$ cat src/hw/rtl/svl_pkg.sv
// ----------------------------------------------------------------------------
// svl_pkg
// Shared types and codes for the sorted value list: request and response
// payloads, operation and status codes, and the command to the entry row.
// ----------------------------------------------------------------------------
package svl_pkg;

  localparam int DefaultCapacity = 16;
  localparam int ValueW          = 32;
  localparam int CountOutW       = 5;

  typedef enum logic [1:0] {
    REQ_INSERT = 2'd0,
    REQ_DELETE = 2'd1,
    REQ_LOOKUP = 2'd2,
    REQ_CLEAR  = 2'd3
  } req_type_t;

  typedef enum logic [1:0] {
    ST_DONE      = 2'd0,
    ST_NOT_FOUND = 2'd1,
    ST_FULL      = 2'd2
  } status_t;

  typedef struct packed {
    req_type_t                  req_type;
    logic signed [ValueW-1:0]   value;
  } svl_req_t;

  typedef struct packed {
    status_t                    status;
    logic [CountOutW-1:0]       entry_count;
    logic                       list_empty;
  } svl_rsp_t;

  // command from the control path to the entry row
  typedef struct packed {
    logic                       do_insert;
    logic                       do_delete;
    logic signed [ValueW-1:0]   value;
  } svl_row_cmd_t;

endpackage

$ cat src/hw/rtl/svl_entry_row.sv
// ----------------------------------------------------------------------------
// svl_entry_row
// Row of sorted entry registers with a per-entry compare against the request
// value and a one-place shift for insert or delete.
// ----------------------------------------------------------------------------
module svl_entry_row
  import svl_pkg::*;
#(
  parameter int CAPACITY = DefaultCapacity,
  parameter int CntW     = $clog2(CAPACITY + 1)
) (
  input  logic                clk,
  input  svl_row_cmd_t        cmd,
  input  logic [CntW-1:0]     count,
  output logic                found
);

  logic signed [ValueW-1:0] entries [CAPACITY];
  logic signed [ValueW-1:0] ins_next [CAPACITY];
  logic signed [ValueW-1:0] del_next [CAPACITY];
  logic [CAPACITY-1:0]      lt;
  logic [CAPACITY-1:0]      eq;

  for (genvar i = 0; i < CAPACITY; i++) begin : g_cell
    logic valid;

    assign valid = CntW'(i) < count;
    assign lt[i] = valid && (entries[i] < cmd.value);
    assign eq[i] = valid && (entries[i] == cmd.value);

    // insert: keep smaller entries, drop the value at the first slot not
    // below it, move the rest up one place
    if (i == 0) begin : g_first
      assign ins_next[i] = lt[i] ? entries[i] : cmd.value;
    end else begin : g_rest
      assign ins_next[i] = lt[i]     ? entries[i] :
                           lt[i-1]   ? cmd.value  : entries[i-1];
    end

    // delete: everything from the matching slot on moves down one place
    if (i == CAPACITY - 1) begin : g_last
      assign del_next[i] = entries[i];
    end else begin : g_mid
      assign del_next[i] = lt[i] ? entries[i] : entries[i+1];
    end

    always_ff @(posedge clk) begin
      if (cmd.do_insert) begin
        entries[i] <= ins_next[i];
      end else if (cmd.do_delete) begin
        entries[i] <= del_next[i];
      end
    end
  end

  assign found = |eq;

endmodule

$ cat src/hw/rtl/sorted_value_list_unit.sv
// ----------------------------------------------------------------------------
// sorted_value_list_unit
// Bounded list of signed 32-bit values in ascending order with insert,
// delete, lookup and clear requests, one response per request.
// ----------------------------------------------------------------------------
//
//   channel  direction  handshake             payload
//   req      in         req_valid/req_stall   svl_req_t (req_type, value)
//   rsp      out        rsp_valid/rsp_stall   svl_rsp_t (status, entry_count,
//                                             list_empty)
//
// one request per cycle sustained while responses do not stall; a request
// lands in the input register, then executes into the response register
// the per-cycle limit is the parallel compare and one-place shift over the
// entry row, done between the input register and the response register
// reset clears the count and both valid flags; the entry registers are not
// cleared, entries at or above the count are never observed
// a stalled response holds the response register; the input register takes
// a new request while it is empty or while its own request can move on
//
module sorted_value_list_unit
  import svl_pkg::*;
#(
  parameter int CAPACITY = DefaultCapacity
) (
  input  logic      clk,
  input  logic      rst,
  input  logic      req_valid,
  output logic      req_stall,
  input  svl_req_t  req,
  output logic      rsp_valid,
  input  logic      rsp_stall,
  output svl_rsp_t  rsp
);

  localparam int CntW = $clog2(CAPACITY + 1);

  // input register
  logic            in_valid;
  svl_req_t        in_req;

  // stored count and execute path
  logic [CntW-1:0] count;
  logic [CntW-1:0] count_next;
  logic            exec;
  logic            full;
  logic            found;
  status_t         status_next;
  svl_row_cmd_t    row_cmd;
  svl_rsp_t        rsp_next;

  // request executes when the response register is free or draining
  assign exec      = in_valid && (!rsp_valid || !rsp_stall);
  assign req_stall = in_valid && !exec;
  assign full      = (count == CntW'(CAPACITY));

  always_comb begin
    status_next = ST_DONE;
    count_next  = count;
    unique case (in_req.req_type)
      REQ_INSERT: begin
        if (full) begin
          status_next = ST_FULL;
        end else begin
          count_next = count + CntW'(1);
        end
      end
      REQ_DELETE: begin
        if (found) begin
          count_next = count - CntW'(1);
        end else begin
          status_next = ST_NOT_FOUND;
        end
      end
      REQ_LOOKUP: begin
        if (!found) begin
          status_next = ST_NOT_FOUND;
        end
      end
      REQ_CLEAR: begin
        count_next = '0;
      end
      default: begin
        count_next = count;
      end
    endcase
  end

  // entry row only changes on an insert with room or a delete that hits
  assign row_cmd.do_insert = exec && (in_req.req_type == REQ_INSERT) && !full;
  assign row_cmd.do_delete = exec && (in_req.req_type == REQ_DELETE) && found;
  assign row_cmd.value     = in_req.value;

  assign rsp_next.status      = status_next;
  assign rsp_next.entry_count = CountOutW'(count_next);
  assign rsp_next.list_empty  = (count_next == '0);

  svl_entry_row #(
    .CAPACITY (CAPACITY),
    .CntW     (CntW)
  ) u_row (
    .clk   (clk),
    .cmd   (row_cmd),
    .count (count),
    .found (found)
  );

  // control registers
  always_ff @(posedge clk) begin
    if (rst) begin
      in_valid  <= 1'b0;
      rsp_valid <= 1'b0;
      count     <= '0;
    end else begin
      if (!req_stall) begin
        in_valid <= req_valid;
      end
      if (exec) begin
        count     <= count_next;
        rsp_valid <= 1'b1;
      end else if (!rsp_stall) begin
        rsp_valid <= 1'b0;
      end
    end
  end

  // payload registers
  always_ff @(posedge clk) begin
    if (req_valid && !req_stall) begin
      in_req <= req;
    end
    if (exec) begin
      rsp <= rsp_next;
    end
  end

endmodule

$ cat config.mk
export PLATFORM = sky130hd
export DESIGN_NAME = sorted_value_list_unit
export DESIGN_NICKNAME = d
export VERILOG_FILES = /design/src/hw/rtl/svl_pkg.sv /design/src/hw/rtl/svl_entry_row.sv /design/src/hw/rtl/sorted_value_list_unit.sv
export SDC_FILE = /design/constraint.sdc
export NUM_CORES = 2
export LEC_CHECK = 0
export BUFFER_PORTS_ARGS = -buffer_cell sky130_fd_sc_hd__clkbuf_2
export CAP_MARGIN = 10
export CELL_PAD_IN_SITES_DETAIL_PLACEMENT = 1
export CELL_PAD_IN_SITES_GLOBAL_PLACEMENT = 1
export CORE_UTILIZATION = 52
export CTS_BUF_LIST = sky130_fd_sc_hd__clkbuf_8 sky130_fd_sc_hd__clkbuf_16
export CTS_CLUSTER_DIAMETER = 200
export DETAILED_ROUTE_END_ITERATION = 8
export GPL_TIMING_DRIVEN = 0
export PLACE_DENSITY = 0.82
export SYNTH_ARGS = -nofsm -noshare
export SYNTH_HDL_FRONTEND = slang
export SYNTH_SLANG_ARGS = --single-unit
$ cat constraint.sdc
create_clock -name clk -period 6 [get_ports clk]
set_input_delay 0 -clock clk [delete_from_list [all_inputs] [get_ports clk]]
set_output_delay 0 -clock clk [all_outputs]
set_load 0.1 [all_outputs]
# Word level (Yosys, flattened, before mapping)
# Memories as Yosys holds them, arrays and structs flattened.
# Index checks and enable logic that the tools add are counted.
# op_classes
n_addsub	2
multipliers	0
n_div	0
magnitude_cmp	32
eq_ne	21
shift	0
n_mux	75
bitwise	16
reduce_logical	49
# op_table
operator	count
two-way mux 32 bit	62
== test 32 bit	16
less-than comparator 32 bit	16
less-than comparator 4 x 5 -> 1 bit (first input constant)	8
logical AND 1 bit	39
less-than comparator 3 x 5 -> 1 bit (first input constant)	4
bitwise OR 1 bit	16
OR reduction 16 bit	1
one-hot mux 5 bit (3 select lines)	1
less-than comparator 1 x 5 -> 1 bit (first input constant)	2
less-than comparator 2 x 5 -> 1 bit (first input constant)	2
two-way mux 5 bit	2
two-way mux 1 bit	8
adder 5 x 1 -> 5 bit (second input constant)	1
== test 5 bit (second input constant)	1
zero test 1 bit	5
zero test 5 bit	1
subtractor 5 x 1 -> 5 bit (second input constant)	1
== test 2 bit (second input constant)	2
one-hot mux 2 bit (2 select lines)	1
== test 2 x 1 -> 1 bit (second input constant)	1
zero test 2 bit	1
two-way mux 2 bit	1
!= test 2 x 1 -> 1 bit (second input constant)	1
2 further kinds	2
# totals
ff_bits	49
latch_bits	0
ram_bits	512
mem_bits_ro	0
out_inout_bits	10
word_cells	204
mem_count	1
# memory_table
name	words	width	read_ports	rd_clocked_by_memory_dff	wr	line_no	text
u_row.entries	16	32	16	0	16	svl_entry_row.sv:18	logic signed [ValueW-1:0] entries [CAPACITY];

# Depth between registers and ports, before layout
# depth
ltp_word	9
depth_mapped	15
ltp_nobuf	11

# Hierarchy
# A second synthesis with hierarchy kept.
# unflattened
hier_cells	3913
hier_area_um2	39206.4
# modules_own_cells
module	n_inst	cells_each	area_each_um2
svl_entry_row	1	3781	37200.7
sorted_value_list_unit	1	132	2005.7

# Worst setup path after synthesis
# Ideal clock, no wire load.
# synth_path
kind	register to register
start	register in_req[21] in the netlist's numbering
end	memory u_row.entries[7][4] (netlist: u_row.entries[1][100]), enable pin
arrival_time_ns	4.426
required_time_ns	5.576
setup_slack_ns	1.150
path_stages_with_launch	12
n_path_buf	1
path_cell_list	edfxtp_1 -> inv_1 -> ha_1 -> a21o_1 -> a21o_1 -> a21oi_1 -> o21ai_0 -> a21o_1 -> a21oi_1 -> mux2i_1 -> clkbuf_1 -> nor2b_1
# synth_lines
item	line_no	text
from (decl)	sorted_value_list_unit.sv:40	svl_req_t in_req;
from (signal assigned)	sorted_value_list_unit.sv:130	in_req <= req;
to (decl)	svl_entry_row.sv:18	

==> results.sh <==
export IMPL_ys_ff_latch=561
export IMPL_synth_edff_count=554
export IMPL_fmax_mhz=163.9
export IMPL_r2r_start="count[3]"
export IMPL_grt_start_max_net_pins=33
export IMPL_synth_compound_area_share_pct=15.63
export IMPL_wl_per_cell_um=28.13
export IMPL_r2r_cells=13
export IMPL_synth_simple_gate_area_share_pct=11.28
export IMPL_start_util_pct=52.62
export IMPL_worstSetupPathType="reg -> reg"
export IMPL_grt_ovfl_total=0
export IMPL_fin_ws_ps=-100.0
export IMPL_dpl_worst_slack_ps=-403.7
export IMPL_maxSlewViolCount=0
export IMPL_path_clk_slew_ps=60
export IMPL_yosys_warnings=0
export IMPL_crit_path_start_kind="register"
export IMPL_max_slew_margin_rel_pct=13.23
export IMPL_die_w_um=276.7
export IMPL_hold_class="in -> reg"
export IMPL_whs_ps=84.58
export IMPL_track_usage_pct=36.01
export IMPL_n_fill_cell=8104
export IMPL_rows=100
export IMPL_synthAdderAreaFrac_pct=16.58
export IMPL_grt_pass1_vias=34780
export IMPL_syn_area_per_cell_um2=10.33
export IMPL_drc=0
export IMPL_numClockSinks=561
export IMPL_worstPathArrival_ps=6490
export IMPL_synth_seq_area_share_pct=42.75
export IMPL_drv_cap=0
export IMPL_dr_pass1_iters=7
export IMPL_yosysTopAreaCell="edfxtp_1"
export IMPL_rsz0062_at_grt="false"
export IMPL_endpoint="u_row.entries[0][5]"
export IMPL_r2r_end="u_row.entries[0][5]"
export IMPL_end_kind="register"
export IMPL_timing_final_crit_share_pct=101.7
export IMPL_ioPinCount=48
export IMPL_p_total_mw=9.669
export IMPL_cts_root_buf="clkbuf_16"
export IMPL_cts_max_path_buffers=3
export IMPL_synthArstFlopShare_pct=0
export IMPL_cp_max_fo=19
export IMPL_violations="setup timing"
export IMPL_synth_top_family_by_area="adder cells"
export IMPL_synth_xor_area_share_pct=0.02232
export IMPL_vdd_drop_max_mv=0.1760
export IMPL_rrSetupSlack_ps=-100
export IMPL_final_hold_viol_count=0
export IMPL_port_buffers=47
export IMPL_numCtsBuffers=70
export IMPL_synth_common_cells="554 x edfxtp_1, 520 x ha_1, 470 x nand2_1, 441 x o21ai_0, 391 x mux2i_1"
export IMPL_htree_levels=3
export IMPL_startpoint="count[3]"
export IMPL_drtIter0Drc=2584
export IMPL_status="finished, violations left"
export IMPL_place_gp_congestion=0.9385
export IMPL_fin_skew_ps=25.24
export IMPL_yosys_top_cells_area="edfxtp_1 42%, ha_1 17%, mux2i_1 10%, o21ai_0 5.6%, nand2_1 4.5%"
export IMPL_fp_dieArea_um2=76560
export IMPL_syn_num_nets=4355
export IMPL_cts_tree="built"
export IMPL_p_per_area_nw_per_um2=221.7
export IMPL_syn2layout_area_growth_pct=11.15
export IMPL_synth_ff_type="edfxtp_1"
export IMPL_fin_crit_ps=6100
export IMPL_yosysMostFrequentCell="edfxtp_1"
export IMPL_synth_mux_area_share_pct=10.89
export IMPL_routed_wl_mm=140.6
export IMPL_dp_hpwl_mm=111.0
export IMPL_p_leak_nw=17.43
export IMPL_final_layout_size_suffix_gt1_share_pct=7.150
export IMPL_nNetsFinal=4540
export IMPL_dieHeight_um=276.7
export IMPL_clock_latency_ps=630
export IMPL_via_per_inst=6.591
export IMPL_grt_pass1_wl_mm=208.2
export IMPL_core_area_um2=74570
export IMPL_vias=32940
export IMPL_insertedDiodeCount=0
export IMPL_antenna_found_initial=0
export IMPL_synth_top_area_share_pct=42.40
export IMPL_synth_cells=3797
export IMPL_critPathRequiredTime_ps=6390
export IMPL_drtAntennaViolNets=0
export IMPL_tightest_slew_ps=1285
export IMPL_setup_viol_count_final=309
export IMPL_syn_cell_area_um2=39240
export IMPL_synth_distinct_cells=74
timing repair:
| action | in CTS | in global routing |
|---|---|---|
| pin swaps | 8 | 0 |
| hold buffers | 40 | 0 |
| setup buffers | 7 | 4 |
| hold endpoints to repair | 55 | 0 |
| setup endpoints to repair | 329 | 370 |
| gates cloned | 9 | 1 |
| gates resized for setup | 11 | 11 |
final cells by class:
cell class | instances | area, um^2 | share of cell area [%]
sequential | 561 | 16780 | 38.46
multi-input combinational | 2970 | 21620 | 49.57
tap | 969 | 1212 | 2.780
clock inverter | 46 | 244.0 | 0.5594
clock buffer | 72 | 1802 | 4.131
buffer | 209 | 867.1 | 1.988
timing repair buffer | 103 | 825.8 | 1.893
inverter | 67 | 266.5 | 0.6110
critical path: stages, from the launching register on:
cell and delay [ps]:
dfxtp_1 290, buf_2 190, nor3_2 960, o21ai_0 830
nand3_1 600, o2111ai_2 210, nor4_4 500, buf_4 280
o21ai_0 90, nand2_1 730, buf_4 710, a21oi_4 40
buf_4 180, buf_16 150
metal layers:
metal | GRT usage [%] | vias up | share of wire (%)
li1 | - | 14780 | -
met3 | 6.479 | 410 | 6.3
met5 | 3.189 | - | 0.24
met1 | 41.67 | 16510 | 39
met2 | 62.20 | 1232 | 48
met4 | 20.94 | 4 | 6.1
sequential cells by signal, indices dropped and copies added (netlist names):
register       flops
in_req            34
count              5
u_row.entries    512
rsp                8
rsp_valid          1
in_valid           1
worst min path at each step:
stage	end	cells past startpoint	slack, ps	startpoint
floorplan	count[0]	1	70	rst
global placement	in_req[26]	1	180	req[26]
detailed placement	in_req[25]	1	180	req[25]
CTS	in_req[10]	2	80	req[10]
global route	in_req[8]	2	90	req[8]
finish	in_req[8]	2	80	req[8]
kinds of logic (layout without fill, tap and decap cells):
logic type      Yosys count  after routing
compound gates         1053           1053
mux                     423            423
buf+inv                 276            497
fa+ha+maj               520            520
flops                   561            561
xor+xnor                  1              1
simple gates            963            973
layout by cell type (no fill, tap or decap), drive strengths merged, types with 4 or more instances in the layout:
cell type / n
a211oi: 18
a21o: 175
a21oi: 284
a31oi: 7
buf: 82
clkbuf: 262
clkinv: 20
clkinvlp: 5
dfxtp: 7
dlygate4sd3: 40
edfxtp: 554
ha: 520
inv: 87
mux2: 32
mux2i: 391
nand2: 470
nand2b: 7
nand3: 25
nand3b: 4
nand4: 153
nor2: 185
nor2b: 41
nor3: 31
nor3b: 6
nor4: 21
o211ai: 12
o21a: 65
o21ai: 449
o311ai: 6
or2: 4
or3: 8
where the power goes:
group,switching (mW),leakage [nW],internal [mW]
Sequential,0.0966,5.11,4.40
Clock,1.77,1.08,2.20
Combinational,0.755,11.2,0.448
stage by stage:
step	cell area [um^2]	utilization, %	instances	TNS [ps]
after global routing	43620	58.49	4997	0
after floorplan	39240	-	3797	0
final	43620	58.49	4997	-12630
after detailed placement	40910	54.86	4818	-115180
after CTS	43530	58.37	4992	0
after global placement	40690	54.56	4813	-622040
(Power assumes the default switching activity.)
